**src/design/c2p_pkg.sv**
```systemverilog
// shared constants, control struct and constant functions for the
// cartesian to polar converter; no dependencies
`default_nettype none

package c2p_pkg;

    // default configuration
    localparam int SAMPLE_WIDTH_DEF = 16;
    localparam int ITERATIONS_DEF   = 16;

    // fixed-point layout of the working values
    localparam int GUARD_BITS = 16;
    localparam int ANGLE_FRAC = 30;
    localparam int Z_WIDTH    = 35;
    localparam int GAIN_WIDTH = 30;
    localparam int X_HEADROOM = 2;

    // pi and the reciprocal of the cordic gain at 2^-30
    localparam logic signed [Z_WIDTH-1:0] PI_Q30   = 35'sd3373259426;
    localparam logic [GAIN_WIDTH-1:0]     GAIN_Q30 = 30'd652032874;

    // arctangent of 2^-i at 2^-30 rad, rounded to nearest, first eleven steps
    localparam logic [ANGLE_FRAC-1:0] ATAN_LOW [11] = '{
        30'd843314857, 30'd497837829, 30'd263043837, 30'd133525159,
        30'd67021687,  30'd33543516,  30'd16775851,  30'd8388437,
        30'd4194283,   30'd2097149,   30'd1048576
    };

    // per-stage control travelling with the data
    typedef struct packed {
        logic valid;
        logic bypass;
        logic x_neg;
    } c2p_ctl_t;

    // micro-rotation angle for step i
    function automatic logic signed [Z_WIDTH-1:0] atan_q30(input int i);
        logic signed [Z_WIDTH-1:0] res;
        res = '0;
        if (i < 11)
            res = $signed({{(Z_WIDTH-ANGLE_FRAC){1'b0}}, ATAN_LOW[i[3:0]]});
        else if (i <= ANGLE_FRAC)
            res = $signed(Z_WIDTH'(1) << (ANGLE_FRAC - i));
        return res;
    endfunction

    // pi rounded to the phase output grid for a sample width w
    function automatic logic signed [Z_WIDTH-1:0] pi_round(input int w);
        int ps;
        logic signed [Z_WIDTH-1:0] half;
        ps   = 33 - w;
        half = $signed(Z_WIDTH'(1) << (ps - 1));
        return (PI_Q30 + half) >>> ps;
    endfunction

endpackage

`default_nettype wire

```
**src/design/c2p_cordic_stage.sv**
```systemverilog
// one registered cordic vectoring micro-rotation, shift and angle set
// by the stage index; uses c2p_pkg
`default_nettype none

module c2p_cordic_stage #(
    parameter int SAMPLE_WIDTH = c2p_pkg::SAMPLE_WIDTH_DEF,
    parameter int XW           = SAMPLE_WIDTH + c2p_pkg::GUARD_BITS + c2p_pkg::X_HEADROOM,
    parameter int STAGE_IDX    = 0
) (
    input  wire                                        clk,
    input  wire                                        rst_n,
    input  wire                                        en,
    input  wire  c2p_pkg::c2p_ctl_t                    ctl_in,
    input  wire  logic signed [XW-1:0]                 x_in,
    input  wire  logic signed [XW-1:0]                 y_in,
    input  wire  logic signed [c2p_pkg::Z_WIDTH-1:0]   z_in,
    input  wire  logic [SAMPLE_WIDTH-1:0]              absx_in,
    output c2p_pkg::c2p_ctl_t                          ctl_out,
    output logic signed [XW-1:0]                       x_out,
    output logic signed [XW-1:0]                       y_out,
    output logic signed [c2p_pkg::Z_WIDTH-1:0]         z_out,
    output logic [SAMPLE_WIDTH-1:0]                    absx_out
);

    localparam int ZW = c2p_pkg::Z_WIDTH;
    localparam logic signed [ZW-1:0] ATAN = c2p_pkg::atan_q30(STAGE_IDX);

    c2p_pkg::c2p_ctl_t         ctl_reg;
    logic signed [XW-1:0]      x_reg, x_next;
    logic signed [XW-1:0]      y_reg, y_next;
    logic signed [ZW-1:0]      z_reg, z_next;
    logic [SAMPLE_WIDTH-1:0]   absx_reg;
    logic signed [XW-1:0]      dx, dy;

    // rotate towards the x axis, direction from the sign of y
    always_comb
    begin
        dx = y_in >>> STAGE_IDX;
        dy = x_in >>> STAGE_IDX;
        if (!y_in[XW-1])
        begin
            x_next = x_in + dx;
            y_next = y_in - dy;
            z_next = z_in + ATAN;
        end
        else
        begin
            x_next = x_in - dx;
            y_next = y_in + dy;
            z_next = z_in - ATAN;
        end
    end

    // control flags
    always_ff @(posedge clk or negedge rst_n)
    begin
        if (!rst_n)
            ctl_reg <= '0;
        else if (en)
            ctl_reg <= ctl_in;
    end

    // payload
    always_ff @(posedge clk)
    begin
        if (en)
        begin
            x_reg    <= x_next;
            y_reg    <= y_next;
            z_reg    <= z_next;
            absx_reg <= absx_in;
        end
    end

    assign ctl_out  = ctl_reg;
    assign x_out    = x_reg;
    assign y_out    = y_reg;
    assign z_out    = z_reg;
    assign absx_out = absx_reg;

endmodule

`default_nettype wire

```
**config.mk**
```make
export PLATFORM = sky130hd
export DESIGN_NAME = c2p_cordic_stage
export DESIGN_NICKNAME = d
export VERILOG_FILES = /design/src/design/c2p_pkg.sv /design/src/design/c2p_cordic_stage.sv
export SDC_FILE = /design/constraint.sdc
export NUM_CORES = 1
export LEC_CHECK = 0
export ABC_CLOCK_PERIOD_IN_PS = 850
export BUFFER_PORTS_ARGS = -buffer_cell sky130_fd_sc_hd__buf_2
export CAP_MARGIN = 20
export CORE_MARGIN = 2
export CORE_UTILIZATION = 34
export DETAILED_ROUTE_END_ITERATION = 16
export GPL_ROUTABILITY_DRIVEN = 0
export PLACE_DENSITY_LB_ADDON = 0.2
export SLEW_MARGIN = 20
export SYNTH_ARGS = -nofsm -noshare
export SYNTH_HDL_FRONTEND = slang
export SYNTH_SLANG_ARGS = --single-unit
```
**constraint.sdc**
```tcl
create_clock -name clk -period 0.85 [get_ports clk]
set_input_delay 0.17 -clock clk [delete_from_list [all_inputs] [get_ports clk]]
set_output_delay 0.17 -clock clk [all_outputs]
set_load 0.005 [all_outputs]
```
==> results of run 1 <==
## layer usage
| metal | vias to the layer above | track usage [%] |
|---|---|---|
| met5 | - | 0 |
| met4 | 0 | 8.960 |
| met3 | 78 | 3.427 |
| met2 | 458 | 43.40 |
| met1 | 5966 | 29.71 |
| li1 | 6018 | - |
## metrics by stage
| stage | hold slack, ps | utilization [%] | std cells | worst slack [ps] | total power, W |
|---|---|---|---|---|---|
| finish | 49.70 | 64.19 | 2420 | -1560 | 0.02884 |
| global route | 55.55 | 64.19 | 2419 | -1660 | 0.03023 |
| CTS | 32.95 | 60.43 | 2382 | -1491 | 0.02770 |
| detailed placement | -32.34 | 52.51 | 2275 | -2414 | 0.01872 |
| global placement | -33.54 | 52.51 | 2275 | -2408 | 0.01862 |
| floorplan | -125.6 | - | 1229 | -1824 | 0.01336 |
## worst paths after layout
kind / start / to / slack (ps)
worst max-delay path: y_in[33] / z_out[34] / -1560
min in group clk: z_in[0] / z_out[0] / 60
worst min-delay path: rst_n / ctl_out[0] / 50
worst min register to register: ctl_out[0] / ctl_out[0] / 510
worst max register to register: ctl_out[2] / ctl_out[2] / 90
max in group asynchronous: rst_n / ctl_out[1] / 690
## placed cells by master, fill, tap and decap left out, types with 8 or more instances in the layout
master,count
nor2_2,17
clkbuf_16,17
o21ai_0,25
nand2_2,11
buf_2,220
nand2b_1,10
ha_4,39
inv_2,13
o21bai_1,19
o21ai_2,30
o21ai_1,28
nand2_1,58
nand3_1,20
inv_8,8
dlygate4sd3_1,20
a21oi_1,64
a21oi_4,14
o21ai_4,8
o211ai_1,18
edfxtp_1,118
buf_6,85
xnor2_1,70
o21a_1,10
nor2b_4,8
a21oi_2,58
buf_8,14
xor2_1,16
buf_12,13
mux2i_1,10
buf_4,447
nor2_1,71
ha_1,87
a21o_1,32
nor2_4,8
inv_1,84
nor3_1,12
a211oi_2,10
## final cells by class
cell class                 instances  share of cell area [%]
multi-input combinational        946                   43.75
timing repair buffer             804                   30.56
sequential                       121                   17.77
inverter                         113                   2.526
tap                              402                   2.470
clock buffer                      17                   2.089
clock inverter                    15                  0.7374
timing repair inverter             1                 0.07989
antenna                            1                 0.01229
## registers in the layout, indices dropped and copies added (netlist names)
signal    cells
x_out        34
ctl_out       3
z_out        35
y_out        33
absx_out     16
## power breakdown
| group | switching [W] | internal (W) |
|---|---|---|
| Combinational | 0.00652 | 0.00698 |
| Sequential | 0.000249 | 0.00778 |
| Clock | 0.00339 | 0.00391 |
## timing repair
action                                  4_1_cts  5_1_grt
pin swaps                                   164      144
hold endpoints to repair                     22        0
cloned                                        4        0
hold buffers                                 20        0
buffers inserted                             60       54
endpoints found under the setup margin      221      220
resized for setup                           271      221
## cell families after synthesis
family                     count (synthesis)  share of synthesized area, %
AOI/OAI and AO/OA                        418                         24.61
xor gates and xnor gates                  95                         7.551
adders and majority gates                136                         15.71
buffers and inverters                    162                         5.950
DFF                                      121                         32.84
muxes                                     16                         1.487
and+or+nand+nor                          281                         11.85
==> key figures, run 1 <==
Final layout
  – Register area: 3618 sq um
  – Design area: 20360 sq um
  – Layout cell share with drive strength beyond 1: 57.81%
  – Multi-input logic area: 8909 sq um
  – Syn-to-layout area delta: 84.77%
  – Filler instances: around 2500
  – Nets: 2265

STA
  – Total negative setup slack: -142900 ps
  – Max-slew headroom: 60.27%
  – Final Critical Period: 2410 ps
  – RSZ-0062 raised after global routing: yes
  – Period Utilization, post-route: 283.5%
  – Setup Skew: 0 ps
  – Endpoints failing hold: 0
  – Slew Viols, Final: 0
  – Worst-margin pin slew: around 600 ps
  – PnR worst setup slack: -1560 ps
  – Max frequency: between 400 and 500 MHz
  – Endpoints failing setup: 220

Logic synthesis
  – Post-Syn Area: 11020 sq um
  – Number of synthesized register bits: 121
  – Seq/Total Area, Yosys: between 30% and 40%
  – Top cell type's share of synthesized area: 32.16%
  – Syn. warnings: 0
  – Cell count after synthesis: 1229
  – Syn nets: 1490
  – Ys flop type: edfxtp_1
  – Top cells by area, synth: edfxtp_1 (32%), ha_1 (15%), xnor2_1 (6.1%), a21oi_1 (6.0%), inv_1 (3.6%)
  – Yosys top cell by area: edfxtp_1
  – Async SR Flop Fraction: 2.479%
  – Post-synthesis cell type count: 79
  – Post-synth EDFFs: 118
  – Mean Syn Cell Area: 8.966 sq um
  – Most frequent cell after synthesis: a21oi_1
  – Top cells by count, synth: a21oi_1 (133), ha_1 (132), edfxtp_1 (118), inv_1 (107), nor2_1 (96)

CTS
  – Root buffer cell: clkbuf_16
  – Maximum clock insertion buffer count: 2
  – H-Tree Depth: 4
  – Clk Latency, worst-skew pair: 430 ps
  – CTS tree: done
  – Sink Count: 121
  – CTS clock-pin slew for the worst setup and hold paths: 70 ps
  – Total CTS buffers: 17

Detailed routing
  – Total wire length: 43480 um
  – TritonRoute pass-1 iters: 6
  – WL met3: roughly 2500 um
  – Starting DRT DRC Count: between 700 and 800
  – Routed wire per std cell: 17.96 um
  – DRC viols: 0
  – Final ANT Viol Nets: 0
  – M1 WL: between 15000 and 20000 um
  – DR top layer: met4
  – Detailed-route via count: between 10000 and 15000
  – Met2 wire len: around 22000 um
  – DR vias/cell: 5.174

Power
  – PwrDens: 1416 nW/um^2
  – Leakage: 9.175 nW
  – Worst vdd ir: 1.490 mV

Setup path
  – Crit path capture type: flop
  – Largest fanout on the critical path: 5
  – Crit start category: primary input
  – Worst path max stage delay: 270 ps
  – Worst setup path class: primary input to flop
  – Slowest cell on crit path: ha_4
  – Worst Path Buf+Inv: 3
  – Worst EP arrival: 2590 ps
  – R2R cell count: 1
  – Crit path required time: 1030 ps
  – WP depth: 13
  – Cell family with most CP delay: compound AO/OA/AOI/OAI gates
  – CP Cell Sequence: buf_16 > buf_12 > ha_4 > and3_4 > and4_1 > o211ai_1 > buf_4 > a211oi_4 > a311o_1 > nand2_1 > nand3b_1 > a311oi_2 > xnor2_1

GRT
  – Pin count of the biggest net entering global routing: 39
  – Total track usage: 24.33%
  – Initial antenna violation count: 1
  – First-pass GRT wire length: approximately 64000 um
  – Grt ovf: 0
  – Vias in the first global route: 12510

Floorplanning
  – Die area: 33870 sq um
  – Die span in y: between 150 and 200 um
  – Core area: 31720 sq um
  – Die W: 184.0 um
  – Initial Utilization: 34.74%
  – Core Rows: 65
  – Total I/O pin count: 247

Place
  – Post-DP Area: approximately 17000 sq um
  – IO buf count: 246
  – Post-DP HPWL: 31460 um

Hold path
  – Tightest Hold Check Type: primary input to asynchronous set/reset pin

Job
  – Max Cap Viol: 0

Status
  – Run status: finished, violations left
  – Failing checks: setup timing
Note: power is estimated with default switching activity, not from simulation.
==> run 2, diff against run 1 <==
Settings changed: CORE_ASPECT_RATIO set to 0.8.
==> run 2 against run 1 <==
The run still ends with setup timing left; design area shrank 1.3%; sequential power grew 0.9%; flip-flop and latch count is the same; highest routed layer unchanged.
==> key figures, run 2 (synthesis results as in run 1) <==
Power
  – Total power: 0.02954 W
  – PwrDens: 1471 nW/um^2
  – Clk pwr share: a little over a quarter
  – Sequential power share: 27.4%
  – Net Sw Frac: 34.32%
  – Leakage: 9.001 nW
  – Sw power: 0.01014 W
  – Comb pwr share: a little under half
  – Cell-internal power: 0.01940 W
  – Worst vdd ir: 1.248 mV

GRT
  – Grt ovf: 0
  – Total track usage: between 20% and 30%
  – First-pass GRT wire length: 65000 um
  – Initial antenna violation count: 0
  – Pin count of the biggest net entering global routing: 49
  – Vias in the first global route: 11980

Setup path
  – Worst EP arrival: 2650 ps
  – Crit start category: primary input
  – Worst setup path class: primary input to flop
  – Crit path required time: 1050 ps
  – Largest fanout on the critical path: 8
  – Crit path capture type: flop

CTS
  – Sink Count: 121
  – Clk Latency, worst-skew pair: about 420 ps
  – CTS tree: done
  – Root buffer cell: clkbuf_16
  – Total CTS buffers: 17
  – Maximum clock insertion buffer count: 2
  – CTS clock-pin slew for the worst setup and hold paths: 70 ps
  – H-Tree Depth: 4

Final layout
  – Post-layout util: between 60% and 70%
  – Max FFs per register: 35
  – Syn-to-layout area delta: 82.29%
  – Filler instances: 2536
  – Nets: 2223
  – Layout cell share with drive strength beyond 1: 57.57%
  – Most frequent cells in the layout: buf_4 (408), buf_2 (221), edfxtp_1 (118), buf_6 (89), inv_1 (85)
  – Leading cell type in the layout, fill and taps excluded: buf_4
  – Antenna diodes: 0

Floorplanning
  – Initial Utilization: between 30% and 40%
  – Core area: 31640 sq um
  – Core Rows: 58
  – Die W: just over 200 um
  – Die span in y: 165.0 um
  – Die area: 33870 sq um
  – Total I/O pin count: 247

Detailed routing
  – TritonRoute pass-1 iters: 5
  – Routed wire per std cell: 18.68 um
  – DR vias/cell: 5.172
  – Total wire length: 44730 um
  – DRC viols: 0
  – Final ANT Viol Nets: 0
  – Detailed-route via count: 12390
  – Starting DRT DRC Count: 1024

STA
  – Final hold slack: 65.75 ps
  – Worst-margin pin slew: ~450 ps
  – Period Utilization, post-route: 287.9%
  – PnR worst setup slack: -1597 ps
  – Max-slew headroom: 69.43%
  – Endpoints failing setup: roughly 220
  – Final Critical Period: 2447 ps
  – Setup Skew: 0 ps
  – Slew Viols, Final: 0
  – Max frequency: 408.7 MHz
  – RSZ-0062 raised after global routing: yes
  – Endpoints failing hold: 0

Hold path
  – Tightest Hold Check Type: primary input to asynchronous set/reset pin

Job
  – Max Cap Viol: 0

Place
  – IO buf count: about 250
  – Post-DP HPWL: approximately 33000 um
  – Pre-CTS setup slack: -2237 ps

Status
  – Run status: finished, violations left
  – Failing checks: setup timing
## run 2: through the flow
| step | cells | setup TNS (ps) | cell area, sq um |
|---|---|---|---|
| global placement | 2260 | -170420 | 16370 |
| global route | 2395 | -148100 | 20090 |
| detailed placement | 2260 | -172920 | 16370 |
| CTS | 2369 | -134520 | 19030 |
| floorplan | 1229 | -115020 | 11810 |
| finish | 2395 | -138810 | 20090 |
## run 2: critical path, cell delays in order
cell and delay [ps]:
buf_2 120, ha_4 260, buf_4 160, inv_1 60, a21oi_1 320, o211ai_1 220
o2bb2ai_4 270, buf_4 150, o21ba_4 140, buf_6 90, o31ai_2 50, a21oi_1 170
mux2i_1 110, xnor2_1 340
## run 2: power groups by stage
stage	clock [W]	combinational [W]	sequential [W]
after floorplan	0	0.00508	0.00828
after global placement	0	0.0103	0.00822
after detailed placement	0	0.0104	0.00823
after CTS	0.00808	0.0122	0.00811
after global routing	0.00832	0.0144	0.00816
final	0.00795	0.0135	0.00810
## run 2: metal layers
metal  GRT usage [%]  vias to the layer above  routed length, um
met5               0                        -                  0
met4           6.998                        0                947
met3           3.177                       62               3283
met2           39.14                      501              20480
met1           35.40                     5903              20020
li1                -                     5922                  -
## run 2: area by class of cell
cell class / instances / area (sq um) / share of cell area, %
repair inverters: 1 / 8.758 / 0.04360
clock inverters: 14 / 183.9 / 0.9157
multi-input cells: 946 / 9009 / 44.85
well taps: 420 / 525.5 / 2.616
inverters: 113 / 498.0 / 2.479
flip-flops and latches: 121 / 3618 / 18.01
repair buffers: 762 / 5804 / 28.90
clock buffers: 18 / 439.2 / 2.186
## run 2: worst paths after layout
kind	from	to	slack, ps	cells past startpoint
worst max-delay path	y_in[11]	y_out[18]	-1600	14
worst min-delay path	rst_n	ctl_out[0]	70	2
worst max register to register	ctl_out[0]	ctl_out[0]	110	1
worst min register to register	ctl_out[1]	ctl_out[1]	500	1
max in group asynchronous	rst_n	ctl_out[1]	680	2
min in group clk	x_in[33]	x_out[33]	70	2
## run 2: timing repair
item | CTS | global route
endpoints found under the hold margin | 22 | 0
cloned | 2 | 0
pin swaps | 163 | 171
hold buffers | 20 | 0
endpoints found under the setup margin | 222 | 220
resized for setup | 296 | 200
buffers inserted | 64 | 37
