==> src/design/c2p_pkg.sv <==
// shared constants, control struct and constant functions for the
// cartesian to polar converter; no dependencies
`default_nettype none

package c2p_pkg;

    // default configuration
    localparam int SAMPLE_WIDTH_DEF = 16;
    localparam int ITERATIONS_DEF   = 16;

    // fixed-point layout of the working values
    localparam int GUARD_BITS = 16;
    localparam int ANGLE_FRAC = 30;
    localparam int Z_WIDTH    = 35;
    localparam int GAIN_WIDTH = 30;
    localparam int X_HEADROOM = 2;

    // pi and the reciprocal of the cordic gain at 2^-30
    localparam logic signed [Z_WIDTH-1:0] PI_Q30   = 35'sd3373259426;
    localparam logic [GAIN_WIDTH-1:0]     GAIN_Q30 = 30'd652032874;

    // arctangent of 2^-i at 2^-30 rad, rounded to nearest, first eleven steps
    localparam logic [ANGLE_FRAC-1:0] ATAN_LOW [11] = '{
        30'd843314857, 30'd497837829, 30'd263043837, 30'd133525159,
        30'd67021687,  30'd33543516,  30'd16775851,  30'd8388437,
        30'd4194283,   30'd2097149,   30'd1048576
    };

    // per-stage control travelling with the data
    typedef struct packed {
        logic valid;
        logic bypass;
        logic x_neg;
    } c2p_ctl_t;

    // micro-rotation angle for step i
    function automatic logic signed [Z_WIDTH-1:0] atan_q30(input int i);
        logic signed [Z_WIDTH-1:0] res;
        res = '0;
        if (i < 11)
            res = $signed({{(Z_WIDTH-ANGLE_FRAC){1'b0}}, ATAN_LOW[i[3:0]]});
        else if (i <= ANGLE_FRAC)
            res = $signed(Z_WIDTH'(1) << (ANGLE_FRAC - i));
        return res;
    endfunction

    // pi rounded to the phase output grid for a sample width w
    function automatic logic signed [Z_WIDTH-1:0] pi_round(input int w);
        int ps;
        logic signed [Z_WIDTH-1:0] half;
        ps   = 33 - w;
        half = $signed(Z_WIDTH'(1) << (ps - 1));
        return (PI_Q30 + half) >>> ps;
    endfunction

endpackage

`default_nettype wire

==> src/design/c2p_gain.sv <==
// gain compensation multiply, split into a high and a low partial
// product of the final x; uses c2p_pkg
`default_nettype none

module c2p_gain #(
    parameter int SAMPLE_WIDTH = c2p_pkg::SAMPLE_WIDTH_DEF,
    parameter int XW           = SAMPLE_WIDTH + c2p_pkg::GUARD_BITS + c2p_pkg::X_HEADROOM
) (
    input  wire                                        clk,
    input  wire                                        rst_n,
    input  wire                                        en,
    input  wire  c2p_pkg::c2p_ctl_t                    ctl_in,
    input  wire  logic signed [XW-1:0]                 x_in,
    input  wire  logic signed [c2p_pkg::Z_WIDTH-1:0]   z_in,
    input  wire  logic [SAMPLE_WIDTH-1:0]              absx_in,
    output c2p_pkg::c2p_ctl_t                          ctl_out,
    output logic [SAMPLE_WIDTH+c2p_pkg::GAIN_WIDTH:0]  hi_prod_out,
    output logic [c2p_pkg::GAIN_WIDTH-1:0]             lo_prod_out,
    output logic signed [c2p_pkg::Z_WIDTH-1:0]         z_out,
    output logic [SAMPLE_WIDTH-1:0]                    absx_out
);

    localparam int W   = SAMPLE_WIDTH;
    localparam int G   = c2p_pkg::GUARD_BITS;
    localparam int GW  = c2p_pkg::GAIN_WIDTH;
    localparam int ZW  = c2p_pkg::Z_WIDTH;
    localparam int HIW = XW - 1 - G;

    c2p_pkg::c2p_ctl_t      ctl_reg;
    logic [W+GW:0]          hi_prod_reg, hi_prod_next;
    logic [GW-1:0]          lo_prod_reg, lo_prod_next;
    logic signed [ZW-1:0]   z_reg;
    logic [W-1:0]           absx_reg;
    logic [XW-2:0]          xu;
    logic [HIW-1:0]         x_hi;
    logic [G-1:0]           x_lo;
    logic [G+GW-1:0]        lo_full;

    // clamp at zero, then the two partial products
    always_comb
    begin
        xu           = x_in[XW-1] ? '0 : x_in[XW-2:0];
        x_hi         = xu[XW-2:G];
        x_lo         = xu[G-1:0];
        hi_prod_next = x_hi * c2p_pkg::GAIN_Q30;
        lo_full      = x_lo * c2p_pkg::GAIN_Q30;
        lo_prod_next = lo_full[G+GW-1:G];
    end

    // control flags
    always_ff @(posedge clk or negedge rst_n)
    begin
        if (!rst_n)
            ctl_reg <= '0;
        else if (en)
            ctl_reg <= ctl_in;
    end

    // payload
    always_ff @(posedge clk)
    begin
        if (en)
        begin
            hi_prod_reg <= hi_prod_next;
            lo_prod_reg <= lo_prod_next;
            z_reg       <= z_in;
            absx_reg    <= absx_in;
        end
    end

    assign ctl_out     = ctl_reg;
    assign hi_prod_out = hi_prod_reg;
    assign lo_prod_out = lo_prod_reg;
    assign z_out       = z_reg;
    assign absx_out    = absx_reg;

endmodule

`default_nettype wire

==> config.mk <==
export PLATFORM = sky130hd
export DESIGN_NAME = c2p_gain
export DESIGN_NICKNAME = d
export VERILOG_FILES = /design/src/design/c2p_pkg.sv /design/src/design/c2p_gain.sv
export SDC_FILE = /design/constraint.sdc
export NUM_CORES = 1
export LEC_CHECK = 0
export BUFFER_PORTS_ARGS = -buffer_cell sky130_fd_sc_hd__buf_2
export CAP_MARGIN = 10
export CORE_MARGIN = 4
export CORE_UTILIZATION = 62
export CTS_CLUSTER_SIZE = 20
export DETAILED_ROUTE_END_ITERATION = 10
export PLACE_DENSITY = 0.83
export SLEW_MARGIN = 20
export SYNTH_ARGS = -nofsm -noshare
export SYNTH_HDL_FRONTEND = slang
export SYNTH_SLANG_ARGS = --single-unit
==> constraint.sdc <==
create_clock -name clk -period 1.23 [get_ports clk]
set_clock_uncertainty 0.2 [all_clocks]
set_input_delay 0.246 -clock clk [delete_from_list [all_inputs] [get_ports clk]]
set_output_delay 0.246 -clock clk [all_outputs]
set_load 0.01 [all_outputs]
==> flow_metrics.py, run 1 <==
metrics = {
    "status": {
        "status": "stopped before the end",
        "failing_step": "5_1_grt",
        "error_line": "[ERROR GRT-0232] Routing congestion too high. Check the congestion heatmap in the GUI.",
    },
    "global_route": {
        "grt_max_degree": 31,
        "grt_overflow": 786,
        "gr-usage-all-layers_pct": 87.1,
    },
    "cts": {
        "cts_max_level": 4,
        "root_buffer": "clkbuf_16",
        "cts_buffers": 17,
        "cts.path.max_buffers": 2,
        "numClockSinks": 130,
    },
    "synthesis": {
        "ys_warn_count": 0,
        "ys_types": 59,
        "synthArstFlopShare_pct": 2.31,
        "seq_area_frac_synth_pct": 18.4,
        "ys.flop_type": "edfxtp_1",
        "synth_fp_nets": 2803,
        "synth_edf_count": 127,
        "ys_ff_latch": 130,
        "synth.cell_area_um2": 21100,
        "postSynthAreaPerCell_um2": 10.4,
        "syn_inst": 2037,
    },
    "die": {
        "rows": 67,
        "ios": 222,
        "start_util_pct": 62.9,
        "die_x_um": 193,
        "fp.dieH_um": 193,
    },
    "placed_design": {
        "gp_congestion": 1.02,
        "io_buffers": 220,
        "place_ws_ns": -5.65,
        "hpwlAfterDp_um": 56700,
    },
    "sta": {
        "worstEndpointGrtRepair": "lo_prod_out[25]$_DFFE_PP_/D",
        "worst-ep-kind": "register input",
    },
}
-- routing by layer --
layer  overflow  track usage [%]
met5          3             48.6
met4        277             95.1
met1         19             81.5
met2        462              102
met3         25             75.6
-- cell families after synthesis --
kind of cell / count (synthesis) / share of synthesized area [%]
simple gates: 267 / 6.29
fa+ha+maj: 675 / 52.9
other cells: 1 / 0.0177
flops: 130 / 18.4
compound gates: 241 / 7.37
buf+inv: 635 / 11.3
xor+xnor: 85 / 3.52
mux: 3 / 0.160
-- cell usage after synthesis (29+ instances only) --
master,n,area [µm²]
xor2_1,35,307
ha_1,310,3880
inv_1,596,2240
xnor2_1,50,438
nand2b_1,31,194
nand2_1,74,278
clkbuf_1,36,135
a21o_1,47,353
a21oi_1,80,400
fa_1,365,7310
nor2b_1,29,181
edfxtp_1,127,3810
nor2_1,57,214
o21ai_0,30,150
-- metrics by stage --
step,setup TNS [ns],instances,hold slack [ns],instance area (µm²)
2_1_floorplan,-310.39,2037,-0.250,21700
3_3_place_gp,-347.10,3177,-0.157,27000
3_5_place_dp,-354.00,3177,-0.152,27000
4_1_cts,-328.42,3328,0.00462,30500
-- repair_timing --
| item | 4_1_cts |
|---|---|
| hold buffers | 56 |
| cloned | 2 |
| endpoints found under the hold margin | 57 |
| gates resized for setup | 398 |
| buffers inserted | 75 |
| pin swaps | 162 |
| setup endpoints to repair | 204 |
==> run 2, diff against run 1 <==
CORE_UTILIZATION = 40   (was 62)
CTS_CLUSTER_SIZE = default   (was 20)
PLACE_DENSITY = default   (was 0.83)
PLACE_DENSITY_LB_ADDON = 0.15   (was default)
==> flow_metrics.py, run 2 <==
metrics = {
    "setup_path": {
        "crit_buf_inv": 8,
        "cp_top_family": "adder cells",
        "startpoint_type": "primary input",
        "rr_startpoint": "ctl_out[2]$_DFFE_PN0P_",
        "cp_common_cell": "fa_1",
        "crit_start": "x_in[33]",
        "critPathCaptureType": "flop",
        "cp.required_ns": 1.25,
        "crit_path_max_incr_delay_ns": 0.60,
        "crit_type": "primary input to flop",
        "path_max_fanout": 6,
        "cp_slowest_cell": "fa_2",
        "path_cells": "buf_16, buf_12, buf_8, nor2b_4, fa_1, fa_1, fa_2, fa_2, fa_1, inv_1, fa_1, inv_2, ha_4, nand2_4, buf_12, nor4_4, a32oi_2, a311oi_2, buf_4, o221ai_4, a311oi_2, buf_4, o41ai_2, xnor2_1",
        "arrival_ns": 6.17,
    },
    "global_route": {
        "grt_overflow": 0,
        "gr-usage-all-layers_pct": 24.7,
        "grt_pass1_vias": 19081,
        "grt_antenna_before_repair": 3,
        "grt_pass1_wl_um": 107000,
        "grt_max_degree": 33,
    },
    "synthesis": {
        "synth_top_cells_by_area": "fa_1 (35%), ha_1 (18%), edfxtp_1 (18%), inv_1 (11%), xnor2_1 (2.1%)",
        "synth_common_cells": "inv_1 (596), fa_1 (365), ha_1 (310), edfxtp_1 (127), a21oi_1 (80)",
        "postSynthAreaPerCell_um2": 10.4,
        "syn_inst": 2037,
        "ys.flop_type": "edfxtp_1",
        "synth_edf_count": 127,
        "synth_fp_nets": 2803,
        "seq_area_frac_synth_pct": 18.4,
        "yosys.area.top_type": "fa_1",
        "ys_warn_count": 0,
        "ys_ff_latch": 130,
        "synthArstFlopShare_pct": 2.31,
        "ys_types": 59,
        "synth_top_cell_area_share_pct": 34.6,
        "yosysMostFrequentCell": "inv_1",
        "synth.cell_area_um2": 21100,
    },
    "die": {
        "start_util_pct": 40.8,
        "rows": 83,
        "core_um2": 51800,
        "ios": 222,
        "fp.dieArea_um2": 56600,
        "fp.dieH_um": 238,
        "die_x_um": 238,
    },
    "placed_design": {
        "dp.cells": 3417,
        "gp_congestion": 0.988,
        "io_buffers": 220,
        "hpwlAfterDp_um": 57700,
        "place_area_um2": 27300,
    },
    "sta": {
        "slew_viol_final": 0,
        "hold_violations": 0,
        "layout_setup_ws_ns": -4.92,
        "min_period_ns": 6.15,
        "slew_headroom_pct": 67.0,
        "tightest_slew_ns": 0.489,
        "setup_viol": 205,
        "timing.fmax_mhz": 163,
        "rsz0062_at_grt": "true",
        "period_share_pct": 500,
    },
    "layout": {
        "antenna_cells": 0,
        "stdcell_count": 3580,
        "nNetsFinal": 3653,
        "fin_area_um2": 31400,
        "most-common-layout-cells": "inv_1 (534), buf_4 (514), fa_1 (329)",
        "drive_gt1_share_pct": 42.0,
        "final_common_cell": "inv_1",
        "syn2layout_area_growth_pct": 48.4,
        "largest_register_ffs": 46,
    },
    "cts": {
        "numClockSinks": 130,
        "cts_max_level": 4,
        "path_clk_slew_ns": 0.07,
        "cts_tree": "built",
        "clk_latency_ns": 0.47,
        "root_buffer": "clkbuf_16",
        "cts.path.max_buffers": 2,
        "cts_buffers": 17,
    },
    "status": {
        "violations": "negative setup slack",
        "status": "complete, but fails checks",
    },
    "drt": {
        "drt_iter0_drc": 667,
        "drc": 0,
        "via_per_inst": 4.75,
        "final_antenna_net_count": 0,
        "avgRoutedWirePerCell_um": 19.2,
        "wl_um": 68800,
        "dr.pass1.iters": 5,
        "vias": 17022,
    },
    "worst_hold_path": {
        "min_from": "x_in[16]",
        "min_path_type": "primary input to flop",
    },
    "run": {
        "max-cap-violations": 0,
    },
}
-- run 2: cell counts after synthesis --
Identical to the previous run, type by type.
-- run 2: through the flow --
step	hold WS, ns	setup slack [ns]	utilization [%]	setup TNS, ns
6_report	0.0318	-4.92	60.6	-328.66
5_1_grt	0.0138	-5.04	60.6	-345.36
4_1_cts	0.00160	-4.78	58.6	-327.20
3_5_place_dp	-0.154	-5.81	52.7	-358.24
3_3_place_gp	-0.154	-5.73	52.7	-353.44
2_1_floorplan	-0.250	-5.17	-	-310.39
-- run 2: cell families (layout without fill, tap and decap cells) --
| family | count (synthesis) | after routing | synth area share [%] |
|---|---|---|---|
| AO/OA/AOI/OAI | 241 | 241 | 7.37 |
| XOR/XNOR | 85 | 85 | 3.52 |
| adder cells (fa/ha/maj) | 675 | 675 | 52.9 |
| buffers and inverters | 635 | 1498 | 11.3 |
| flip-flops | 130 | 130 | 18.4 |
| multiplexers | 3 | 3 | 0.160 |
| other | 1 | 1 | 0.0177 |
| AND/OR/NAND/NOR | 267 | 267 | 6.29 |
-- run 2: layer usage --
layer | vias up | share of wire [%] | global-route usage, %
li1 | 8093 | - | -
met4 | 2 | 3.7 | 8.67
met1 | 8477 | 41 | 30.4
met3 | 114 | 4.1 | 3.49
met5 | - | 0.019 | 0
met2 | 336 | 52 | 44.4
-- run 2: final cells by class --
class | count | area, µm²
well taps | 680 | 851
flip-flops and latches | 130 | 3890
fillers | 4378 | 20400
inverters | 596 | 2280
clock buffers | 17 | 425
clock inverters | 15 | 179
multi-input cells | 1272 | 17200
repair buffers | 870 | 6600
-- run 2: worst paths after layout --
kind / to / slack [ns] / cells past startpoint
worst max register to register: ctl_out[2]$_DFFE_PN0P_ / 0.12 / 2
worst min-delay path: hi_prod_out[1]$_DFFE_PP_ / 0.03 / 4
min in group asynchronous: ctl_out[2]$_DFFE_PN0P_ / 0.46 / 3
worst min register to register: ctl_out[1]$_DFFE_PN0P_ / 0.35 / 1
worst max-delay path: hi_prod_out[43]$_DFFE_PP_ / -4.92 / 24
max in group asynchronous: ctl_out[1]$_DFFE_PN0P_ / 0.22 / 3
-- run 2: worst register-to-register path: cells and delay by family, from the launching register on --
kind / cells / cell delay, ns
buffers and inverters: 1 / 0.14
flip-flops: 1 / 0.40
multiplexers: 1 / 0.26
-- run 2: timing repair --
action | 4_1_cts | 5_1_grt
endpoints found under the setup margin | 205 | 205
resized for setup | 312 | 160
gates cloned | 2 | 1
endpoints found under the hold margin | 58 | 0
buffers inserted | 44 | 35
pin swaps | 121 | 56
hold buffers | 57 | 0
Power of run 2 is not shown: default switching activity piles up to over one toggle a cycle in this logic, so the estimate is an artifact.
==> run 3, diff against run 2 <==
--- a/constraint.sdc
+++ b/constraint.sdc
@@ -4,2 +4,2 @@
 set_output_delay 0.246 -clock clk [all_outputs]
-set_load 0.01 [all_outputs]
+set_load 0.005 [all_outputs]
==> flow_metrics.py, run 3 (synthesized netlist as in run 2, its figures left out) <==
metrics = {
    "status": {
        "status": "complete, but fails checks",
        "violations": "negative setup slack",
    },
    "die": {
        "start_util_pct": 40.8,
        "fp.dieH_um": 238,
        "die_x_um": 238,
        "ios": 222,
        "core_um2": 51800,
        "fp.dieArea_um2": 56600,
        "rows": 83,
    },
    "sta": {
        "layout_setup_ws_ns": -4.92,
        "slew_viol_final": 0,
        "timing.fmax_mhz": 163,
        "rsz0062_at_grt": "true",
        "period_share_pct": 500,
        "setup_viol": 205,
        "hold_violations": 0,
        "min_period_ns": 6.15,
    },
    "cts": {
        "cts.path.max_buffers": 2,
        "cts_buffers": 17,
        "cts_tree": "built",
        "cts_max_level": 4,
        "root_buffer": "clkbuf_16",
        "numClockSinks": 130,
        "path_clk_slew_ns": 0.07,
        "clk_latency_ns": 0.47,
    },
    "drt": {
        "avgRoutedWirePerCell_um": 19.2,
        "dr.pass1.iters": 5,
        "drc": 0,
        "final_antenna_net_count": 0,
        "drt_iter0_drc": 655,
        "wl_um": 69000,
        "vias": 17095,
        "via_per_inst": 4.76,
    },
    "global_route": {
        "grt_max_degree": 33,
        "grt_overflow": 0,
        "gr-usage-all-layers_pct": 24.7,
        "grt_pass1_vias": 19047,
        "grt_antenna_before_repair": 3,
        "grt_pass1_wl_um": 107000,
    },
    "layout": {
        "final_common_cell": "inv_1",
        "syn2layout_area_growth_pct": 48.9,
        "largest_register_ffs": 46,
        "fin_area_um2": 31500,
        "drive_gt1_share_pct": 42.3,
        "nNetsFinal": 3662,
        "most-common-layout-cells": "inv_1 (533), buf_4 (520), fa_1 (328)",
        "antenna_cells": 0,
    },
    "placed_design": {
        "io_buffers": 220,
        "gp_congestion": 0.988,
        "hpwlAfterDp_um": 57700,
        "place_area_um2": 27300,
    },
    "setup_path": {
        "crit_path_max_incr_delay_ns": 0.61,
        "crit_type": "primary input to flop",
        "path_cells": "buf_16, buf_12, buf_8, nor2b_4, fa_1, fa_1, fa_2, fa_2, fa_1, inv_1, fa_1, inv_2, ha_4, nand2_4, buf_12, nor4_4, a32oi_2, a311oi_2, buf_4, o221ai_4, a311oi_2, buf_4, o41ai_2, xnor2_1",
        "cp_top_family": "adder cells",
        "critPathCaptureType": "flop",
        "arrival_ns": 6.17,
        "startpoint_type": "primary input",
        "path_max_fanout": 6,
        "crit_buf_inv": 8,
        "cp_common_cell": "fa_1",
        "cp.required_ns": 1.25,
        "cp_slowest_cell": "fa_2",
    },
    "run": {
        "max-cap-violations": 0,
    },
    "worst_hold_path": {
        "min_path_type": "primary input to flop",
    },
}
-- run 3: cell count changes in the layout (fill, tap and decap cells not counted), moves of 3 or more --
| cell | before | now |
|---|---|---|
| buf_2 | 211 | 218 |
| buf_4 | 514 | 520 |
| buf_6 | 74 | 70 |
| ha_1 | 236 | 233 |
| ha_4 | 70 | 73 |
-- run 3: final timing paths --
check	from	to	slack [ns]	depth (start not counted)
hold / removal	en	z_out[22]$_DFFE_PP_	0.04	2
setup reg to reg	ctl_out[2]$_DFFE_PN0P_	ctl_out[2]$_DFFE_PN0P_	0.02	3
max in group asynchronous	rst_n	ctl_out[1]$_DFFE_PN0P_	0.19	3
setup / recovery	x_in[33]	hi_prod_out[43]$_DFFE_PP_	-4.92	24
min in group asynchronous	rst_n	ctl_out[2]$_DFFE_PN0P_	0.48	3
hold reg to reg	ctl_out[1]$_DFFE_PN0P_	ctl_out[1]$_DFFE_PN0P_	0.32	1
-- run 3: layer usage --
layer | share of wire, % | wire, µm | global-route usage, %
met1 | 40 | 27900 | 30.5
met2 | 51 | 35400 | 44.4
met3 | 4.3 | 3000 | 3.47
met4 | 3.9 | 2680 | 8.63
met5 | 0.019 | 13 | 0
-- run 3: repair_timing --
action,in CTS,in global routing
gates cloned,2,1
endpoints found under the hold margin,58,0
pin swaps,121,59
buffers inserted,44,45
gates resized for setup,306,171
hold buffers,57,0
setup endpoints to repair,205,205
-- run 3: layout make-up --
| class | count | area, µm² |
|---|---|---|
| sequential | 130 | 3890 |
| tap | 680 | 851 |
| timing repair buffer | 879 | 6640 |
| fill | 4369 | 20300 |
| clock inverter | 15 | 179 |
| multi-input combinational | 1272 | 17200 |
| clock buffer | 17 | 425 |
| inverter | 596 | 2290 |
-- run 3: worst reg2reg max path, delay by kind of cell, from the launching register on --
kind | cells | cell delay, ns
mux | 1 | 0.26
buf+inv | 2 | 0.25
flops | 1 | 0.38
-- run 3: stage by stage --
stage / worst slack (ns) / util, % / cells / setup TNS (ns) / hold slack [ns]
after global placement: -5.73 / 52.7 / 3417 / -353.44 / -0.154
final: -4.92 / 60.7 / 3589 / -327.13 / 0.0410
after floorplan: -5.17 / - / 2037 / -310.39 / -0.250
after CTS: -4.78 / 58.5 / 3547 / -325.64 / 0.00160
after detailed placement: -5.81 / 52.7 / 3417 / -358.24 / -0.154
after global routing: -5.04 / 60.7 / 3589 / -344.19 / 0.0198
Power of run 3 is left out for the same reason.
