File: src/design/c2p_pkg.sv
// shared constants, control struct and constant functions for the
// cartesian to polar converter; no dependencies
`default_nettype none

package c2p_pkg;

    // default configuration
    localparam int SAMPLE_WIDTH_DEF = 16;
    localparam int ITERATIONS_DEF   = 16;

    // fixed-point layout of the working values
    localparam int GUARD_BITS = 16;
    localparam int ANGLE_FRAC = 30;
    localparam int Z_WIDTH    = 35;
    localparam int GAIN_WIDTH = 30;
    localparam int X_HEADROOM = 2;

    // pi and the reciprocal of the cordic gain at 2^-30
    localparam logic signed [Z_WIDTH-1:0] PI_Q30   = 35'sd3373259426;
    localparam logic [GAIN_WIDTH-1:0]     GAIN_Q30 = 30'd652032874;

    // arctangent of 2^-i at 2^-30 rad, rounded to nearest, first eleven steps
    localparam logic [ANGLE_FRAC-1:0] ATAN_LOW [11] = '{
        30'd843314857, 30'd497837829, 30'd263043837, 30'd133525159,
        30'd67021687,  30'd33543516,  30'd16775851,  30'd8388437,
        30'd4194283,   30'd2097149,   30'd1048576
    };

    // per-stage control travelling with the data
    typedef struct packed {
        logic valid;
        logic bypass;
        logic x_neg;
    } c2p_ctl_t;

    // micro-rotation angle for step i
    function automatic logic signed [Z_WIDTH-1:0] atan_q30(input int i);
        logic signed [Z_WIDTH-1:0] res;
        res = '0;
        if (i < 11)
            res = $signed({{(Z_WIDTH-ANGLE_FRAC){1'b0}}, ATAN_LOW[i[3:0]]});
        else if (i <= ANGLE_FRAC)
            res = $signed(Z_WIDTH'(1) << (ANGLE_FRAC - i));
        return res;
    endfunction

    // pi rounded to the phase output grid for a sample width w
    function automatic logic signed [Z_WIDTH-1:0] pi_round(input int w);
        int ps;
        logic signed [Z_WIDTH-1:0] half;
        ps   = 33 - w;
        half = $signed(Z_WIDTH'(1) << (ps - 1));
        return (PI_Q30 + half) >>> ps;
    endfunction

endpackage

`default_nettype wire

File: src/design/c2p_round.sv
// output stage: magnitude and phase rounding, saturation, clamp to
// +-pi and the zero-y shortcut; uses c2p_pkg
`default_nettype none

module c2p_round #(
    parameter int SAMPLE_WIDTH = c2p_pkg::SAMPLE_WIDTH_DEF
) (
    input  wire                                              clk,
    input  wire                                              rst_n,
    input  wire                                              en,
    input  wire  c2p_pkg::c2p_ctl_t                          ctl_in,
    input  wire  logic [SAMPLE_WIDTH+c2p_pkg::GAIN_WIDTH:0]  hi_prod_in,
    input  wire  logic [c2p_pkg::GAIN_WIDTH-1:0]             lo_prod_in,
    input  wire  logic signed [c2p_pkg::Z_WIDTH-1:0]         z_in,
    input  wire  logic [SAMPLE_WIDTH-1:0]                    absx_in,
    output logic                                             valid_out,
    output logic [SAMPLE_WIDTH-1:0]                          magnitude_out,
    output logic signed [SAMPLE_WIDTH-1:0]                   phase_out
);

    localparam int W  = SAMPLE_WIDTH;
    localparam int GW = c2p_pkg::GAIN_WIDTH;
    localparam int ZW = c2p_pkg::Z_WIDTH;
    localparam int AF = c2p_pkg::ANGLE_FRAC;
    localparam int PS = 33 - W;
    localparam logic signed [ZW-1:0] PI_OUT   = c2p_pkg::pi_round(W);
    localparam logic signed [ZW:0]   PI_EXT   = $signed({PI_OUT[ZW-1], PI_OUT});
    localparam logic signed [ZW:0]   PH_HALF  = $signed((ZW+1)'(1) << (PS - 1));
    localparam logic [W+GW+1:0]      MAG_HALF = (W+GW+2)'(1) << (AF - 1);

    logic                    valid_reg;
    logic [W-1:0]            magnitude_reg, magnitude_next;
    logic signed [W-1:0]     phase_reg, phase_next;
    logic [W+GW+1:0]         q_sum;
    logic [W+1:0]            mag_full;
    logic signed [ZW:0]      z_round;
    logic signed [ZW:0]      ph_full;
    logic signed [ZW:0]      ph_clamped;

    // round, saturate and clamp
    always_comb
    begin
        q_sum    = {1'b0, hi_prod_in} + {{(W+2){1'b0}}, lo_prod_in} + MAG_HALF;
        mag_full = q_sum[W+GW+1:AF];
        z_round  = {z_in[ZW-1], z_in} + PH_HALF;
        ph_full  = z_round >>> PS;
        if (ph_full > PI_EXT)
            ph_clamped = PI_EXT;
        else if (ph_full < -PI_EXT)
            ph_clamped = -PI_EXT;
        else
            ph_clamped = ph_full;
        if (ctl_in.bypass)
        begin
            magnitude_next = absx_in;
            phase_next     = ctl_in.x_neg ? PI_OUT[W-1:0] : '0;
        end
        else
        begin
            magnitude_next = (mag_full[W+1:W] != 2'b00) ? '1 : mag_full[W-1:0];
            phase_next     = ph_clamped[W-1:0];
        end
    end

    // output valid
    always_ff @(posedge clk or negedge rst_n)
    begin
        if (!rst_n)
            valid_reg <= 1'b0;
        else if (en)
            valid_reg <= ctl_in.valid;
    end

    // output payload
    always_ff @(posedge clk)
    begin
        if (en)
        begin
            magnitude_reg <= magnitude_next;
            phase_reg     <= phase_next;
        end
    end

    assign valid_out     = valid_reg;
    assign magnitude_out = magnitude_reg;
    assign phase_out     = phase_reg;

endmodule

`default_nettype wire

File: config.mk
export PLATFORM = sky130hd
export DESIGN_NAME = c2p_round
export DESIGN_NICKNAME = d
export VERILOG_FILES = /design/src/design/c2p_pkg.sv /design/src/design/c2p_round.sv
export SDC_FILE = /design/constraint.sdc
export NUM_CORES = 1
export LEC_CHECK = 0
export BUFFER_PORTS_ARGS = -buffer_cell sky130_fd_sc_hd__buf_2
export CAP_MARGIN = 20
export CORE_MARGIN = 2
export CORE_UTILIZATION = 45
export CTS_CLUSTER_SIZE = 16
export DETAILED_ROUTE_END_ITERATION = 8
export PLACE_DENSITY = 0.77
export SETUP_SLACK_MARGIN = 0.5
export SLEW_MARGIN = 30
export SYNTH_ARGS = -nofsm -noshare
export SYNTH_HDL_FRONTEND = slang
export SYNTH_SLANG_ARGS = --single-unit
File: constraint.sdc
create_clock -name clk -period 1.1 [get_ports clk]
set_input_delay 0 -clock clk [delete_from_list [all_inputs] [get_ports clk]]
set_output_delay 0 -clock clk [all_outputs]
set_load 0.01 [all_outputs]
==> impl_metrics.csv, run 1 <==
group,metric,value,unit
run_status,status,"finished with violations",
run_status,violations,"hold timing, setup timing",
logic_synthesis,synth-edff-count,32,
job,drv_cap,0,
logic_synthesis,ys_seq_area_share,26.6,%
finish,n_antenna_cell,0,
logic_synthesis,synth-warning-count,0,
logic_synthesis,synth_area,3710,um2
logic_synthesis,synth.most_common_cell,"ha_1",
die,die_h,94.8,um
routing,wl_per_cell,19.9,um
routing,first_pass_iters,5,
logic_synthesis,synth_fp_nets,574,
finish,seqCellArea,986,um2
die,std_cell_rows,33,
setup_path,reg2reg_depth,1,
timing,period_needed,2.13,ns
routing,viasPerCell,6.06,
timing,tightest_slew,0.447,ns
logic_synthesis,yosys-top-cells-count,"ha_1 (59), edfxtp_1 (32), a21oi_1 (20)",
cts,clk_pin_slew,0.08,ns
logic_synthesis,synthXorXnorAreaFrac,5.66,%
finish,fillers,464,
logic_synthesis,yosysTopAreaCell,"edfxtp_1",
finish,nets,852,
logic_synthesis,synthMuxAreaShare,0.843,%
min_path,worstHoldPathType,"in -> reg",
die,die_area,8990,um2
die,pin_count,167,
die,core_area,8090,um2
min_path,worst_hold_path.num_cells,2,
setup_path,cp_cell_sequence,"buf_2, ha_1, ha_4, and3_1, o21ai_1, a21oi_2, a311oi_4, o22ai_4, a21oi_4, clkbuf_16, a2bb2oi_1",
global_route,antenna_found_initial,0,
timing,setup_viol,32,
logic_synthesis,yosys_register_bits,33,
logic_synthesis,synth-simple-area-share,18.8,%
logic_synthesis,avgSynthCellArea,9.74,um2
placed_design,placedCellCount,733,
setup_path,critical_path.slowest_cell,"ha_1",
cts,cts_buffers,5,
timing,period_share,194,%
global_route,grt_pass1_wl,20.7,mm
placed_design,place.gp.congestion,0.890,
timing,hold_ws,-0.0566,ns
placed_design,dp_hpwl,9.77,mm
routing,drtIter0Drc,258,
setup_path,max_stage_delay,0.32,ns
routing,wirelength,15.2,mm
setup_path,cp_max_fo,7,
cts,h-tree-depth,2,
logic_synthesis,synth_top_family_by_area,"compound AO/OA/AOI/OAI gates",
routing,vias,4635,
timing,finalHoldViolCount,1,
setup_path,criticalPathCategory,"in -> reg",
routing,drcViolationCount,0,
cts,cts_tree,"built",
timing,timing.fmax,470,MHz
power,leakagePower,2.96,nW
logic_synthesis,synth_cell_types,77,
cts,cts.sinks,33,
placed_design,place_area,5750,um2
logic_synthesis,synth_top_area_share,25.9,%
power,p_per_area,733,nW/um2
placed_design,numPortBuffers,150,
logic_synthesis,synth_area_leaders,"edfxtp_1 (26%), ha_1 (20%), xnor2_1 (3.5%)",
global_route,grt_start_max_net_pins,19,
timing,final_max_slew_viol_count,0,
timing,relSlewSlack,70.0,%
global_route,gr-total-overflow,0,
power,ir_drop,0.000439,V
setup_path,cp.arrival,2.19,ns
finish,stdcell_area,6690,um2
timing,setup_ws,-1.03,ns
setup_path,endpoint_kind,"flop",
logic_synthesis,synth_fa_ha_area_share,19.9,%
timing,rsz0062_at_grt,"yes",
global_route,grtUsageTotal,29.6,%
routing,ant_nets,0,
global_route,grt_pass1_vias,4591,
finish,area_growth,80.1,%
logic_synthesis,synthCells,381,
logic_synthesis,synth_compound_area_share,24.7,%
finish,layout-drive-gt1-share,63.0,%
timing,skew,0,ns
die,dieWidth,94.8,um
setup_path,start_kind,"input port",
cts,cts_hold_buf,1,
setup_path,crit_required,1.16,ns
cts,clock_latency,0.29,ns
logic_synthesis,synth_flop_cell,"edfxtp_1",
logic_synthesis,synth-async-reset-ratio,3.03,%
finish,multi_input_area,3410,um2
cts,cts_root_buf,"clkbuf_8",
die,start_util,45.9,%
finish,final_cells,765,
cts,clockBufferDepth,2,
==> per-layer routing <==
layer  track usage (%)  share of wire, %  vias to the layer above
li1                  -                 -                     2059
met1              32.2                35                     2229
met2              55.9                53                      271
met3              4.55               6.8                       76
met4              13.0               5.2                        0
met5                 0                 0                        -
==> final timing paths <==
check	startpoint	slack [ns]	endpoint
worst max-delay path	hi_prod_in[25]	-1.03	magnitude_out[8]
worst min-delay path	ctl_in[2]	-0.06	valid_out
worst max register to register	valid_out	0.34	valid_out
worst min register to register	valid_out	0.52	valid_out
max in group asynchronous	rst_n	1.01	valid_out
min in group asynchronous	rst_n	0.01	valid_out
==> worst max-delay path: cells and delay by family <==
family	cells	cell delay, ns
AND/OR/NAND/NOR	1	0.18
AO/OA/AOI/OAI	6	1.12
buffers and inverters	2	0.29
adder cells (fa/ha/maj)	2	0.59
==> layout make-up <==
type,count,share of cell area (%)
timing repair buffer,284,30.3
tap,105,1.97
clock inverter,1,0.0749
multi-input combinational,320,51.0
clock buffer,7,1.14
sequential,33,14.7
inverter,15,0.842
==> what timing repair did <==
action / CTS / global route
resized for setup: 70 / 58
hold endpoints to repair: 2 / 1
cloned: 1 / 1
pin swaps: 29 / 34
setup buffers: 12 / 9
endpoints found under the setup margin: 66 / 66
==> placed cells by master (no fill, tap or decap), types with 5 or more instances in the layout <==
cell	Yosys	routed
a21o_1	10	10
a21oi_1	20	14
a21oi_2	8	12
a2bb2oi_2	0	7
and3_1	12	11
buf_12	0	6
buf_2	2	131
buf_4	4	113
buf_6	1	25
clkbuf_8	0	5
edfxtp_1	32	32
ha_1	59	31
ha_4	0	27
inv_1	15	12
nand2_1	17	15
nand3_1	15	11
nand4_1	8	8
nor2_1	16	12
o211ai_1	5	5
o21ai_0	13	7
o21ai_1	3	5
xnor2_1	15	13
xor2_1	9	7
==> through the flow <==
stage | setup slack, ns | power [mW] | utilization, % | hold WS, ns | TNS [ns]
after floorplan | -1.08 | 2.59 | - | -0.296 | -28.00
after global placement | -1.29 | 3.44 | 71.1 | -0.225 | -35.01
after detailed placement | -1.36 | 3.53 | 71.1 | -0.222 | -36.28
after CTS | -1.01 | 4.59 | 77.7 | -0.0455 | -24.70
after global routing | -1.13 | 5.11 | 82.6 | -0.0578 | -28.75
final | -1.03 | 4.90 | 82.6 | -0.0566 | -26.11
==> registers in the layout (all words and copies together) (netlist names) <==
register / count
magnitude_out: 16
phase_out: 16
valid_out: 1
==> report_power, final <==
part	leakage, nW	internal (mW)	switching (mW)
Sequential	0.325	1.51	0.0388
Combinational	2.59	1.25	1.16
Clock	0.0422	0.445	0.494
==> cells by family after synthesis <==
family / count (synthesis)
muxes: 3
AOI/OAI and AO/OA: 120
and+or+nand+nor: 114
xor gates and xnor gates: 24
buffers and inverters: 28
DFF: 33
adders and majority gates: 59
Note: power is estimated with default switching activity, not from simulation.
==> run 2, diff against run 1 <==
--- a/config.mk
+++ b/config.mk
@@ -5,13 +5,13 @@
 export SDC_FILE = /design/constraint.sdc
 export NUM_CORES = 1
 export LEC_CHECK = 0
-export BUFFER_PORTS_ARGS = -buffer_cell sky130_fd_sc_hd__buf_2
+export BUFFER_PORTS_ARGS = -buffer_cell sky130_fd_sc_hd__buf_4
 export CAP_MARGIN = 20
 export CORE_MARGIN = 2
-export CORE_UTILIZATION = 45
+export CORE_UTILIZATION = 44
 export CTS_CLUSTER_SIZE = 16
 export DETAILED_ROUTE_END_ITERATION = 8
-export PLACE_DENSITY = 0.77
+export PLACE_DENSITY = 0.79
 export SETUP_SLACK_MARGIN = 0.5
 export SLEW_MARGIN = 30
 export SYNTH_ARGS = -nofsm -noshare
==> constraint.sdc (replaced) <==
create_clock -name clk -period 1.95 [get_ports clk]
set_input_delay 0 -clock clk [delete_from_list [all_inputs] [get_ports clk]]
set_output_delay 0 -clock clk [all_outputs]
set_load 0.01 [all_outputs]
==> run 2 against run 1 <==
Net effect:
- the flow finishes with violations (setup timing)
- first-iteration DRC count down 32%
- clock-buffer cell count down 1
- non-clock buffer count down 60
- largest cell class unchanged
- critical path depth down 1
- hold slack better by 0.075 ns
==> impl_metrics.csv, run 2 (synthesis results as in run 1) <==
group,metric,value,unit
global_route,grt_pass1_wl,19.4,mm
routing,wirelength,13.1,mm
timing,rsz0062_at_grt,"yes",
die,core_area,8220,um2
finish,seqCellArea,986,um2
placed_design,dp_slack,-0.530,ns
cts,clk_pin_slew,0.08,ns
global_route,grt_pass1_vias,4237,
cts,h-tree-depth,2,
setup_path,crit_required,1.99,ns
die,std_cell_rows,33,
timing,final_max_slew_viol_count,0,
global_route,antenna_found_initial,0,
routing,drtIter0Drc,175,
setup_path,path_delay_family,"compound AO/OA/AOI/OAI gates",
setup_path,max_stage_delay,0.31,ns
timing,timing.fmax,470,MHz
min_path,worstHoldPathType,"in -> reg",
timing,tns,-2.19,ns
routing,drcViolationCount,0,
timing,finalHoldViolCount,0,
setup_path,cp_max_fo,7,
job,drv_cap,0,
setup_path,criticalPathCategory,"in -> reg",
finish,fillers,503,
die,pin_count,167,
finish,n_antenna_cell,0,
cts,cts.sinks,33,
timing,period_needed,2.13,ns
timing,period_share,109,%
power,p_per_area,439,nW/um2
timing,tightest_slew,0.574,ns
timing,setup_ws,-0.177,ns
setup_path,endpoint_kind,"flop",
global_route,grt_start_max_net_pins,34,
routing,vias,4146,
routing,viasPerCell,5.88,
die,die_h,95.9,um
global_route,gr-total-overflow,0,
setup_path,critical_path.slowest_cell,"a311oi_4",
finish,nets,792,
setup_path,worst-path-buf-inv,1,
finish,multi_input_area,3420,um2
placed_design,placedCellCount,681,
power,ir_drop,0.000276,V
timing,relSlewSlack,61.7,%
finish,layout_common_cells,"buf_4 (191), edfxtp_1 (32), ha_4 (30), ha_1 (28), buf_6 (23)",
die,start_util,45.2,%
global_route,grtUsageTotal,26.9,%
finish,final_cells,705,
finish,layout-drive-gt1-share,58.3,%
timing,skew,0,ns
setup_path,cp_cell_sequence,"buf_6, ha_4, ha_4, a21o_1, a21o_1, a211o_1, a311oi_4, o22ai_4, and3_4, o32a_1",
finish,final_common_cell,"buf_4",
setup_path,start_kind,"input port",
setup_path,cp.arrival,2.17,ns
timing,hold_ws,0.0183,ns
routing,ant_nets,0,
power,fin_total_pwr,2.88,mW
run_status,violations,"setup timing",
power,leakagePower,2.80,nW
routing,first_pass_iters,5,
placed_design,place.gp.congestion,0.941,
placed_design,numPortBuffers,150,
run_status,status,"finished with violations",
placed_design,dp_hpwl,9.24,mm
cts,clockBufferDepth,2,
cts,cts_root_buf,"clkbuf_8",
routing,wl_per_cell,18.6,um
cts,cts_tree,"built",
finish,area_growth,76.4,%
die,die_area,9190,um2
timing,setup_viol,16,
cts,clock_latency,0.28,ns
cts,cts_buffers,5,
die,dieWidth,95.9,um
==> run 2: stage by stage <==
stage | util (%) | area, um2
6_report | 79.7 | 6550
5_1_grt | 79.7 | 6550
4_1_cts | 77.1 | 6330
3_5_place_dp | 69.5 | 5710
3_3_place_gp | 69.5 | 5710
2_1_floorplan | - | 4130
==> run 2: final timing paths <==
kind,start,endpoint,slack (ns),cells past startpoint
setup / recovery,lo_prod_in[28],magnitude_out[15],-0.18,10
hold / removal,absx_in[7],magnitude_out[7],0.02,3
setup reg to reg,valid_out,valid_out,1.18,1
hold reg to reg,valid_out,valid_out,0.55,1
max in group asynchronous,rst_n,valid_out,1.83,2
min in group asynchronous,rst_n,valid_out,0.04,2
==> run 2: layout make-up <==
cell class	instances	share of cell area [%]
Inverter	15	0.860
Clock inverter	2	0.516
Sequential cell	33	15.1
Multi-Input combinational cell	320	52.2
Timing Repair Buffer	224	28.3
Tap cell	105	2.01
Clock buffer	6	1.11
==> run 2: per-layer routing <==
layer  GRT usage (%)  wire [um]  share of wire [%]  up-vias
li1                -          -                  -     1950
met1            31.6       4930                 38     1949
met2            49.0       6690                 51      201
met3            4.07        930                7.1       46
met4            10.2        548                4.2        0
met5               0          0                  0        -
==> run 2: where the power goes <==
group	internal, mW	total [mW]	switching (mW)
clock network	0.377	0.648	0.270
registers	0.854	0.878	0.0230
logic	0.732	1.35	0.619
==> run 2: repair_timing <==
item,4_1_cts,5_1_grt
pin swaps,59,47
buffers inserted,8,6
resized for setup,82,30
endpoints found under the hold margin,2,0
hold buffers,2,0
setup endpoints to repair,32,32
==> run 3, diff against run 2 <==
--- a/config.mk
+++ b/config.mk
@@ -5,10 +5,11 @@
 export SDC_FILE = /design/constraint.sdc
 export NUM_CORES = 1
 export LEC_CHECK = 0
-export BUFFER_PORTS_ARGS = -buffer_cell sky130_fd_sc_hd__buf_4
+export BUFFER_PORTS_ARGS = -buffer_cell sky130_fd_sc_hd__buf_2
 export CAP_MARGIN = 20
 export CORE_MARGIN = 2
 export CORE_UTILIZATION = 44
+export CTS_CLUSTER_DIAMETER = 30
 export CTS_CLUSTER_SIZE = 16
 export DETAILED_ROUTE_END_ITERATION = 8
 export PLACE_DENSITY = 0.79
==> run 3 against run 2 <==
Net effect:
- the flow still finishes with violations (setup timing)
- sequential power down 0.7%
- global-route usage down 0.96 points
- sequential share of layout area up 0.47 points
- die area unchanged
- wire length down 4.0%
- via count up 0.72%
- total power down 8.3%
- maximum frequency up 2.7%
- cell area down 3.0%
- setup slack better by 0.055 ns
==> impl_metrics.csv, run 3 (synthesis results as in run 1) <==
group,metric,value,unit
setup_path,crit_start,"lo_prod_in[28]",
job,drv_cap,0,
cts,clockBufferDepth,2,
routing,vias,4176,
timing,hold_ws,0.0127,ns
timing,tns,-1.20,ns
timing,timing.fmax,483,MHz
global_route,busiest_layer,"met2",
global_route,grt_pass1_wl,18.8,mm
setup_path,endpoint_kind,"flop",
placed_design,place_area,5430,um2
run_status,status,"finished with violations",
timing,relSlewSlack,62.3,%
placed_design,dp_hpwl,9.31,mm
global_route,grt_start_max_net_pins,25,
setup_path,cp_max_fo,8,
routing,ant_nets,0,
finish,utilization,77.3,%
global_route,grt_pass1_vias,4154,
finish,final_common_cell,"buf_2",
run_status,violations,"setup timing",
setup_path,criticalPathCategory,"in -> reg",
cts,cts_buffers,5,
global_route,use_met3,2.98,%
global_route,grtUsageMet1,30.0,%
power,p_sw_share,34.0,%
placed_design,place.gp.congestion,0.910,
die,dieWidth,95.9,um
global_route,gr-total-overflow,0,
global_route,antenna_found_initial,3,
timing,period_share,106,%
power,ir_drop,0.000250,V
power,fin_total_pwr,2.64,mW
die,pin_count,167,
timing,finalHoldViolCount,0,
finish,area_growth,71.1,%
cts,cts_tree,"built",
routing,wirelength,12.6,mm
die,core_area,8220,um2
setup_path,start_kind,"input port",
die,die_area,9190,um2
finish,seqCellArea,986,um2
timing,setup_ws,-0.122,ns
routing,viasPerCell,5.74,
cts,h-tree-depth,2,
timing,period_needed,2.07,ns
finish,layout_common_cells,"buf_2 (133), buf_4 (77), edfxtp_1 (32), ha_1 (30), ha_4 (27)",
die,start_util,45.2,%
setup_path,r2r_start,"valid_out",
power,intPower,1.74,mW
power,p_per_area,415,nW/um2
timing,skew,0,ns
power,power_frac_comb,47.7,%
finish,nets,811,
finish,multi_input_area,3440,um2
power,p_sw,0.895,mW
min_path,worstHoldPathType,"in -> reg",
power,p_clk_share,19.2,%
cts,clock_latency,0.28,ns
routing,drcViolationCount,0,
timing,setup_viol,16,
die,die_h,95.9,um
routing,drtIter0Drc,170,
power,p_seq_share,33.1,%
setup_path,crit_required,1.99,ns
timing,tightest_slew,0.565,ns
power,leakagePower,2.75,nW
finish,fillers,523,
placed_design,numPortBuffers,150,
finish,layout-drive-gt1-share,59.3,%
global_route,grtUsageTotal,25.9,%
timing,rsz0062_at_grt,"yes",
min_path,hp-start,"absx_in[15]",
setup_path,cp.arrival,2.11,ns
die,std_cell_rows,33,
routing,first_pass_iters,4,
cts,clk_pin_slew,0.07,ns
routing,wl_per_cell,17.3,um
cts,cts.sinks,33,
timing,final_max_slew_viol_count,0,
global_route,grt_util_met2,49.5,%
cts,cts_root_buf,"clkbuf_8",
finish,stdcell_area,6350,um2
run 3: changes by cell type in the layout (fill, tap and decap cells not counted), sizes merged:
| cell | previous run | this run |
|---|---|---|
| clkbuf | 6 | 5 |
| diode | 0 | 3 |
| bufinv | 1 | 0 |
| clkinv | 1 | 3 |
| buf | 222 | 241 |
run 3: layout make-up:
cell class	count	area share, %
Multi-Input combinational cell	320	54.1
Timing Repair Buffer	243	26.0
Sequential cell	33	15.5
Tap cell	105	2.07
Clock buffer	5	1.08
Inverter	15	0.886
Clock inverter	3	0.197
Antenna cell	3	0.118
run 3: routing by layer:
metal / vias up / part of all wire, % / wire length [um]
li1: 1992 / - / -
met1: 1964 / 39 / 4880
met2: 187 / 52 / 6570
met3: 33 / 6.5 / 823
met4: 0 / 2.5 / 312
met5: - / 0 / 0
run 3: path summary, 6_finish.rpt:
kind                                     end  slack (ns)  cells after the start
min                        magnitude_out[15]        0.01                      2
max reg2reg                        valid_out        1.21                      1
min in group asynchronous          valid_out        0.02                      2
max in group asynchronous          valid_out        1.85                      2
min reg2reg                        valid_out        0.51                      1
max                        magnitude_out[12]       -0.12                     12
run 3: timing repair:
item	CTS	global route
hold endpoints to repair	2	0
endpoints found under the setup margin	32	32
pin swaps	38	46
gates resized for setup	69	58
hold buffers	2	0
buffers inserted	11	10
run 3: per-stage QoR:
step,setup WS [ns],cells
final,-0.122,727
after global routing,-0.212,726
after CTS,-0.134,714
after detailed placement,-0.517,693
after global placement,-0.447,693
after floorplan,-0.229,381
run 3: power by group through the flow:
stage	combinational (mW)	clock, mW	sequential, mW
after floorplan	0.537	0	0.923
after global placement	0.996	0	0.886
after detailed placement	1.04	0	0.888
after CTS	1.14	0.506	0.873
after global routing	1.37	0.524	0.879
final	1.26	0.507	0.872
run 3: worst max-delay path, cell delays in order:
cell and delay (ns):
buf_6 0.10, ha_4 0.23, ha_4 0.27, and3_4 0.18, nand4_1 0.11, nor4_2 0.30, buf_4 0.19, nand2_4 0.06
o22ai_4 0.27, buf_6 0.16, mux2i_1 0.18, nor2_1 0.06
